--- src/rtl/dmp_pkg.sv ---
`timescale 1ns / 1ps
// ----------------------------------------------------------------------------
// dmp_pkg
// Shared types and constants for the DNS message parser.
// ----------------------------------------------------------------------------
package dmp_pkg;

  localparam logic [7:0] PTR_MIN  = 8'd192;
  localparam logic [7:0] DOT_CHAR = 8'h2E;

  localparam logic [3:0] HDR_IDENT_BYTE = 4'd1;
  localparam logic [3:0] HDR_CNT_FIRST  = 4'd5;
  localparam logic [3:0] HDR_LAST_BYTE  = 4'd11;
  localparam logic [3:0] FIX_TYPE_BYTE  = 4'd1;
  localparam logic [3:0] FIX_CLASS_BYTE = 4'd3;
  localparam logic [3:0] FIX_TTL_BYTE   = 4'd7;
  localparam logic [3:0] FIX_LAST_BYTE  = 4'd9;

  localparam logic [2:0] KIND_HEADER = 3'd0;
  localparam logic [2:0] KIND_CHAR   = 3'd1;
  localparam logic [2:0] KIND_RECORD = 3'd2;
  localparam logic [2:0] KIND_DATA   = 3'd3;
  localparam logic [2:0] KIND_END    = 3'd4;

  localparam logic [1:0] VERD_NONE  = 2'd0;
  localparam logic [1:0] VERD_OK    = 2'd1;
  localparam logic [1:0] VERD_TRUNC = 2'd2;
  localparam logic [1:0] VERD_TRAIL = 2'd3;

  typedef enum logic [5:0] {
    PH_HEADER = 6'b000001,
    PH_NAME   = 6'b000010,
    PH_PTR    = 6'b000100,
    PH_FIXED  = 6'b001000,
    PH_DATA   = 6'b010000,
    PH_DONE   = 6'b100000
  } phase_t;

  typedef struct packed {
    logic [2:0]  kind;
    logic [1:0]  verdict;
    logic [7:0]  byte_value;
    logic [15:0] txn_id;
    logic [15:0] question_count;
    logic [15:0] answer_count;
    logic [15:0] authority_count;
    logic [15:0] additional_count;
    logic [15:0] rtype;
    logic [15:0] rclass;
    logic [31:0] ttl;
    logic [15:0] data_len;
  } result_t;

endpackage

--- src/rtl/dmp_core.sv ---
`timescale 1ns / 1ps
// ----------------------------------------------------------------------------
// dmp_core
// Byte-wise parse state and the result for the beat being taken.
// ----------------------------------------------------------------------------
module dmp_core import dmp_pkg::*; (
  input  logic       clk,
  input  logic       rst,
  input  logic       take,
  input  logic [7:0] byte_in,
  input  logic       last_byte,
  output logic       hit,
  output result_t    res
);

  typedef struct packed {
    logic       found;
    logic [1:0] idx;
  } sect_pick_t;

  phase_t           phase, phase_next;
  logic [3:0]       field_byte_count, field_byte_count_next;
  logic [7:0]       label_remaining, label_remaining_next;
  logic [1:0]       section_index, section_index_next;
  logic [15:0]      records_left, records_left_next;
  logic [3:0][15:0] section_counts, section_counts_next;
  logic [15:0]      ident_reg, ident_reg_next;
  logic [31:0]      field_shift, field_shift_next;
  logic [15:0]      type_reg, type_reg_next;
  logic [15:0]      class_reg, class_reg_next;
  logic [31:0]      ttl_reg, ttl_reg_next;
  logic [15:0]      data_remaining, data_remaining_next;

  logic [31:0] shift_in;
  logic [3:0]  cnt_inc;
  logic [3:0]  cnt_off;
  logic [15:0] rl_dec;
  logic [15:0] dr_dec;
  logic        finish_rec;
  logic        start_sec;
  logic [2:0]  start_from;
  logic        trailing;
  sect_pick_t  pick;

  // lowest section at or above 'from' with a nonzero count
  function automatic sect_pick_t section_pick(input logic [3:0][15:0] counts,
                                              input logic [2:0] from);
    sect_pick_t p;
    p = '0;
    for (int s = 3; s >= 0; s--) begin
      if (3'(s) >= from && counts[s] != 16'd0) begin
        p.found = 1'b1;
        p.idx   = 2'(s);
      end
    end
    return p;
  endfunction

  assign shift_in = {field_shift[23:0], byte_in};
  assign cnt_inc  = field_byte_count + 4'd1;
  assign cnt_off  = field_byte_count - HDR_CNT_FIRST;
  assign rl_dec   = records_left - 16'd1;
  assign dr_dec   = data_remaining - 16'd1;

  always_comb begin
    phase_next            = phase;
    field_byte_count_next = field_byte_count;
    label_remaining_next  = label_remaining;
    section_index_next    = section_index;
    records_left_next     = records_left;
    section_counts_next   = section_counts;
    ident_reg_next        = ident_reg;
    field_shift_next      = field_shift;
    type_reg_next         = type_reg;
    class_reg_next        = class_reg;
    ttl_reg_next          = ttl_reg;
    data_remaining_next   = data_remaining;
    res        = '0;
    hit        = 1'b0;
    finish_rec = 1'b0;
    start_sec  = 1'b0;
    start_from = 3'd0;
    trailing   = 1'b0;
    pick       = '0;

    unique case (phase)
      PH_HEADER: begin
        field_shift_next      = shift_in;
        field_byte_count_next = cnt_inc;
        if (field_byte_count == HDR_IDENT_BYTE) ident_reg_next = shift_in[15:0];
        if (field_byte_count >= HDR_CNT_FIRST && field_byte_count[0])
          section_counts_next[cnt_off[2:1]] = shift_in[15:0];
        if (field_byte_count >= HDR_LAST_BYTE) begin
          hit                    = 1'b1;
          res.kind               = KIND_HEADER;
          res.txn_id             = ident_reg_next;
          res.question_count     = section_counts_next[0];
          res.answer_count       = section_counts_next[1];
          res.authority_count    = section_counts_next[2];
          res.additional_count   = section_counts_next[3];
          field_byte_count_next  = 4'd0;
          field_shift_next       = 32'd0;
          start_sec              = 1'b1;
          start_from             = 3'd0;
        end
      end
      PH_NAME: begin
        if (label_remaining != 8'd0) begin
          hit                  = 1'b1;
          res.kind             = KIND_CHAR;
          res.byte_value       = byte_in;
          label_remaining_next = label_remaining - 8'd1;
        end else if (byte_in == 8'd0) begin
          phase_next            = PH_FIXED;
          field_byte_count_next = 4'd0;
          field_shift_next      = 32'd0;
        end else if (byte_in >= PTR_MIN) begin
          phase_next = PH_PTR;
        end else begin
          // inner length byte shows as a dot
          if (field_byte_count != 4'd0) begin
            hit            = 1'b1;
            res.kind       = KIND_CHAR;
            res.byte_value = DOT_CHAR;
          end
          label_remaining_next  = byte_in;
          field_byte_count_next = 4'd1;
        end
      end
      PH_PTR: begin
        phase_next            = PH_FIXED;
        field_byte_count_next = 4'd0;
        field_shift_next      = 32'd0;
      end
      PH_FIXED: begin
        field_shift_next      = shift_in;
        field_byte_count_next = cnt_inc;
        if (field_byte_count == FIX_TYPE_BYTE) type_reg_next = shift_in[15:0];
        if (field_byte_count == FIX_CLASS_BYTE) begin
          class_reg_next = shift_in[15:0];
          if (section_index == 2'd0) begin
            hit          = 1'b1;
            res.kind     = KIND_RECORD;
            res.rtype    = type_reg;
            res.rclass   = shift_in[15:0];
            ttl_reg_next = 32'd0;
            finish_rec   = 1'b1;
          end
        end
        if (field_byte_count == FIX_TTL_BYTE) ttl_reg_next = shift_in;
        if (field_byte_count >= FIX_LAST_BYTE) begin
          data_remaining_next = shift_in[15:0];
          hit          = 1'b1;
          res.kind     = KIND_RECORD;
          res.rtype    = type_reg;
          res.rclass   = class_reg;
          res.ttl      = ttl_reg;
          res.data_len = shift_in[15:0];
          if (shift_in[15:0] == 16'd0) finish_rec = 1'b1;
          else phase_next = PH_DATA;
        end
      end
      PH_DATA: begin
        hit                 = 1'b1;
        res.kind            = KIND_DATA;
        res.byte_value      = byte_in;
        data_remaining_next = dr_dec;
        if (dr_dec == 16'd0) finish_rec = 1'b1;
      end
      default: begin
        trailing = 1'b1;
      end
    endcase

    if (finish_rec) begin
      records_left_next = rl_dec;
      if (rl_dec == 16'd0) begin
        start_sec  = 1'b1;
        start_from = {1'b0, section_index} + 3'd1;
      end else begin
        phase_next            = PH_NAME;
        field_byte_count_next = 4'd0;
        label_remaining_next  = 8'd0;
      end
    end

    if (start_sec) begin
      pick = section_pick(section_counts_next, start_from);
      if (pick.found) begin
        section_index_next    = pick.idx;
        records_left_next     = section_counts_next[pick.idx];
        phase_next            = PH_NAME;
        field_byte_count_next = 4'd0;
        label_remaining_next  = 8'd0;
      end else begin
        phase_next = PH_DONE;
      end
    end

    if (last_byte) begin
      if (!hit) res.kind = KIND_END;
      hit = 1'b1;
      if (trailing)                res.verdict = VERD_TRAIL;
      else if (phase_next == PH_DONE) res.verdict = VERD_OK;
      else                         res.verdict = VERD_TRUNC;
    end
  end

  // end mark puts everything back for the next datagram
  always_ff @(posedge clk) begin
    if (rst || (take && last_byte)) begin
      phase            <= PH_HEADER;
      field_byte_count <= '0;
      label_remaining  <= '0;
      section_index    <= '0;
      records_left     <= '0;
      section_counts   <= '0;
      ident_reg        <= '0;
      field_shift      <= '0;
      type_reg         <= '0;
      class_reg        <= '0;
      ttl_reg          <= '0;
      data_remaining   <= '0;
    end else if (take) begin
      phase            <= phase_next;
      field_byte_count <= field_byte_count_next;
      label_remaining  <= label_remaining_next;
      section_index    <= section_index_next;
      records_left     <= records_left_next;
      section_counts   <= section_counts_next;
      ident_reg        <= ident_reg_next;
      field_shift      <= field_shift_next;
      type_reg         <= type_reg_next;
      class_reg        <= class_reg_next;
      ttl_reg          <= ttl_reg_next;
      data_remaining   <= data_remaining_next;
    end
  end

endmodule

--- src/rtl/dmp_out_buf.sv ---
`timescale 1ns / 1ps
// ----------------------------------------------------------------------------
// dmp_out_buf
// Result register with one skid entry behind it.
// ----------------------------------------------------------------------------
module dmp_out_buf import dmp_pkg::*; (
  input  logic    clk,
  input  logic    rst,
  input  logic    load,
  input  result_t din,
  input  logic    result_stall,
  output logic    result_valid,
  output result_t dout,
  output logic    full
);

  logic    skid_valid;
  result_t skid_data;
  logic    advance;

  // output register free for a new beat this cycle
  assign advance = !result_valid || !result_stall;
  assign full    = skid_valid;

  always_ff @(posedge clk) begin
    if (rst) begin
      result_valid <= 1'b0;
      skid_valid   <= 1'b0;
    end else if (advance) begin
      if (skid_valid) begin
        result_valid <= 1'b1;
        skid_valid   <= 1'b0;
      end else begin
        result_valid <= load;
      end
    end else if (load) begin
      skid_valid <= 1'b1;
    end
  end

  always_ff @(posedge clk) begin
    if (advance) begin
      dout <= skid_valid ? skid_data : din;
    end else if (load) begin
      skid_data <= din;
    end
  end

endmodule

--- src/rtl/dns_message_parser.sv ---
`timescale 1ns / 1ps
// ----------------------------------------------------------------------------
// dns_message_parser
// Streams a DNS datagram byte by byte and reports header, name characters,
// record fields, data bytes and an end verdict.
// ----------------------------------------------------------------------------
//  channel | handshake                   | payload
//  --------+-----------------------------+------------------------------------
//  byte    | byte_valid / byte_stall     | byte_in, last_byte
//  result  | result_valid / result_stall | kind, verdict, byte_value, header,
//          |                             | record fields
//
//  One byte per clock while byte_stall is low; each byte is decoded in the
//  cycle it is taken and its result is registered for the result channel.
//  A second result is held in a skid entry while the output is stalled;
//  byte_stall is high only while that entry is occupied.
//  rst is synchronous and clears parse state and both result slots; the
//  end-mark byte also returns parse state to its reset values.
// ----------------------------------------------------------------------------
module dns_message_parser import dmp_pkg::*; (
  input  logic        clk,
  input  logic        rst,
  input  logic        byte_valid,
  output logic        byte_stall,
  input  logic [7:0]  byte_in,
  input  logic        last_byte,
  output logic        result_valid,
  input  logic        result_stall,
  output logic [2:0]  kind,
  output logic [1:0]  verdict,
  output logic [7:0]  byte_value,
  output logic [15:0] txn_id,
  output logic [15:0] question_count,
  output logic [15:0] answer_count,
  output logic [15:0] authority_count,
  output logic [15:0] additional_count,
  output logic [15:0] rtype,
  output logic [15:0] rclass,
  output logic [31:0] ttl,
  output logic [15:0] data_len
);

  logic    take;
  logic    hit;
  result_t res;
  result_t res_q;

  assign take = byte_valid && !byte_stall;

  dmp_core u_core (
    .clk       (clk),
    .rst       (rst),
    .take      (take),
    .byte_in   (byte_in),
    .last_byte (last_byte),
    .hit       (hit),
    .res       (res)
  );

  dmp_out_buf u_out (
    .clk          (clk),
    .rst          (rst),
    .load         (take && hit),
    .din          (res),
    .result_stall (result_stall),
    .result_valid (result_valid),
    .dout         (res_q),
    .full         (byte_stall)
  );

  assign kind             = res_q.kind;
  assign verdict          = res_q.verdict;
  assign byte_value       = res_q.byte_value;
  assign txn_id           = res_q.txn_id;
  assign question_count   = res_q.question_count;
  assign answer_count     = res_q.answer_count;
  assign authority_count  = res_q.authority_count;
  assign additional_count = res_q.additional_count;
  assign rtype            = res_q.rtype;
  assign rclass           = res_q.rclass;
  assign ttl              = res_q.ttl;
  assign data_len         = res_q.data_len;

endmodule

--- config.mk ---
export PLATFORM = sky130hd
export DESIGN_NAME = dns_message_parser
export DESIGN_NICKNAME = d
export VERILOG_FILES = /design/src/rtl/dmp_pkg.sv /design/src/rtl/dmp_core.sv /design/src/rtl/dmp_out_buf.sv /design/src/rtl/dns_message_parser.sv
export SDC_FILE = /design/constraint.sdc
export NUM_CORES = 1
export LEC_CHECK = 0
export ABC_AREA = 1
export ABC_CLOCK_PERIOD_IN_PS = 52300
export CORE_MARGIN = 2
export CORE_UTILIZATION = 35
export CTS_CLUSTER_SIZE = 30
export DETAILED_ROUTE_END_ITERATION = 12
export DONT_BUFFER_PORTS = 1
export HOLD_SLACK_MARGIN = 0.12
export SYNTH_ARGS = -nofsm -noshare
export SYNTH_HDL_FRONTEND = slang
export SYNTH_HIERARCHICAL = 1
export SYNTH_SLANG_ARGS = --single-unit
--- constraint.sdc ---
create_clock -name clk -period 52.3 [get_ports clk]
set_input_delay 10.46 -clock clk [delete_from_list [all_inputs] [get_ports clk]]
set_output_delay 10.46 -clock clk [all_outputs]
set_load 0.03 [all_outputs]
==> qor.txt <==
Skew-Pair Late Insertion Delay: 0.66 ns
Cells after DPL: 4102
Post_cts resized: 0
Slew @ Worst Pin: 1.262 ns
Fin cells: 4215
Critical R2R Launch: u_core/field_byte_count[0]
Drt total wl: 79140 µm
Layout Area Growth over Synthesis: 9.646%
Min Hold Slack: 0.4567 ns
# nets final: 3146
CP arrival: 14.46 ns
Worst vdd ir: 0.00002485 V
First-pass GRT wire length: 120200 µm
Setup WS pre-CTS: 37.46 ns
Final GP Congestion: 0.9330
Number of global-route vias before repair: 19370
Endpoints failing setup: 0
Routed Antenna Nets: 0
Max Slew Vio Count: 0
Port Buffers: 0
Root Buffer: clkbuf_16
Registers with the most flip-flops: u_out/dout: 173 flops, u_out/skid_data: 173 flops, u_core/section_counts: 64 flops
Clock Power Share: 42.0%
All-Layer GR Usage: 19.58%
Drt first pass iters: 5
H-tree level count: 2
Sequential share of power: 49.7%
Post-CTS Hold Fix Bufs: 0
Placeable Area: 77210 µm²
R2R cell count: 22
Final Hold Viols: 0
Final min period: 14.21 ns
Longest Clk Path Bufs: 3
CTS Sinks: 568
Syn. warnings: 6
Fmax: 70.38 MHz
Cell Rows: 102
Leakage power: 0.01130 µW
CTS tree: built
TNS Setup: 0 ns
Fin Clk Skew: 0.04825 ns
Pwr/cell area: 34.01 nW/µm²
Period utilisation layout: 27.17%
Gr ovfl total: 0
DIE AREA: 80000 µm²
Kind of end point of the critical path: flip-flop
Initial core utilization: 35.25%
Logic pwr share: 8.3%
Worst Setup EP: u_out/skid_data[135]
Clock-pin transition on the worst setup and hold timing paths: 0.06 ns
DIE HEIGHT: 282.8 µm
Drt drc: 0
Pwr Total: 1015 µW
Final worst-path setup slack: 38.09 ns
Kind of critical path: primary input to flip-flop
Max Cap Viol: 0
Worst R2R End: u_core/records_left[3]
Setup Fix Bufs, Post-CTS: 0
TritonCTS Buffers: 59
CP startpoint: byte_in[1]
CP Max Fanout: 63
Die X-Extent: 282.8 µm
Netlist Area Pre-Place: 27210 µm²
Switching share of total power: 26.70%
Average size of a mapped cell: 8.494 µm²
Mapped Cells: 3204
DRT iter0 DRCs: 1925
Status: completed
CP Launch Type: primary input
Total internal power: 743.9 µW
Switch Pwr: 271.0 µW
Sequential area share after synthesis: 54.51%
I/O pins: 188
Slew HR: 15.31%
Vias/cell: 4.955
Cell variety after synth: 48
Fraction of final layout cells sized beyond drive strength 1: 9.609%
FF+latch count, synth: 568
Worst Path Required: 52.55 ns
Initial antenna violation count: 0
Largest net degree at the start of global routing: 159
Post-Syn Nets: 3227
Vias after detailed routing: 20880
DR WL/cell: 18.77 µm
Post-DP HPWL: 53500 µm
WHS Path Cells: 2
Setup slack, reg-to-reg: 47.24 ns
HP Class: flip-flop to flip-flop
RSZ-0062 raised after global routing: no
area by class of cell:
class / instances / area (µm²)
fill: 7803 / 47370
sequential: 568 / 14840
multi-input combinational: 1976 / 9658
inverter: 487 / 1831
clock buffer: 77 / 1574
tap: 1040 / 1301
clock inverter: 35 / 389.1
timing repair buffer: 31 / 245.2
antenna: 1 / 2.502
metal layers:
| layer | vias to the layer above | GRT usage (%) | wire length (µm) |
|---|---|---|---|
| met4 | 0 | 6.688 | 2603 |
| met2 | 598 | 33.63 | 38980 |
| met1 | 9770 | 24.77 | 33140 |
| li1 | 10380 | - | - |
| met5 | - | 0 | 0 |
| met3 | 132 | 3.466 | 4412 |
synth_stat cells, drive strengths merged:
library cell / n / area share, %
nand3: 157 / 3.1
inv: 471 / 6.5
buf: 69 / 2.0
a221oi: 4 / 0.13
a32oi: 1 / 0.032
o31ai: 16 / 0.44
o21a: 2 / 0.055
o22ai: 2 / 0.046
nor2: 302 / 4.3
o21ai: 453 / 10
nand4: 28 / 0.67
and2: 1 / 0.023
ha: 10 / 0.46
o221a: 2 / 0.083
xnor2: 2 / 0.064
a211oi: 8 / 0.22
xor2: 7 / 0.23
nor3: 9 / 0.21
o221ai: 5 / 0.16
clkbuf: 104 / 1.4
o311ai: 1 / 0.032
nand2: 696 / 9.7
clkinv: 16 / 0.22
edfxtp: 346 / 38
a31oi: 2 / 0.046
dfxtp: 222 / 16
o211ai: 14 / 0.44
nor4: 4 / 0.092
a21oi: 246 / 4.5
nand3b: 4 / 0.11
power groups by stage:
stage | Combinational (µW) | Clock [µW] | Sequential (µW)
final | 84.2 | 427 | 504
after global routing | 92.7 | 456 | 506
after CTS | 83.0 | 437 | 505
after detailed placement | 82.6 | 0 | 514
after global placement | 82.4 | 0 | 514
after floorplan | 58.5 | 0 | 511
critical path, stage by stage:
cell and delay, ns:
clkinv_1 0.42, nand4_1 0.25, nor2_1 0.12, nor2_1 0.17, nor2_1 0.12, nor2_1 0.10
inv_1 0.06, o21ai_0 0.36, inv_1 0.17, nand4_1 0.11, inv_1 0.08, nor2_2 0.15
inv_1 0.09, nor2_4 0.35, buf_4 0.57, buf_4 0.75
placed cells by master (no fill, tap or decap), types with 14 or more instances in the layout:
cell	count
clkbuf_16	59
a21oi_1	245
o31ai_1	16
nor2_1	293
o21ai_2	130
dfxtp_1	221
buf_4	30
clkinv_1	22
nand3_1	151
nand2_1	682
edfxtp_1	346
o21ai_0	248
nand4_1	27
clkinv_2	14
clkbuf_1	15
o21ai_1	74
inv_1	458
logic make-up (layout without fill, tap and decap cells):
family	count (synthesis)	in the layout	share of synthesized area, %
xor+xnor	9	9	0.2897
other cells	0	1	0
simple gates	1201	1201	18.20
buf+inv	660	630	10.17
compound gates	756	756	16.38
flops	568	568	54.51
fa+ha+maj	10	10	0.4598
worst min-delay path by stage:
stage	from	endpoint	slack, ns
2_1_floorplan	u_core/type_reg[0]	u_core/type_reg[0]	0.43
3_3_place_gp	u_core/type_reg[3]	u_core/type_reg[3]	0.44
3_5_place_dp	u_core/type_reg[6]	u_core/type_reg[6]	0.44
4_1_cts	u_core/type_reg[6]	u_core/type_reg[6]	0.45
5_1_grt	u_core/type_reg[6]	u_core/type_reg[6]	0.48
6_report	u_core/type_reg[6]	u_core/type_reg[6]	0.46
through the flow:
stage	instance area (µm²)	utilization [%]
finish	29840	38.65
global route	29840	38.64
CTS	29840	38.64
detailed placement	27870	36.10
global placement	27870	36.10
floorplan	27210	-
Power figures use the tool's default switching activity.
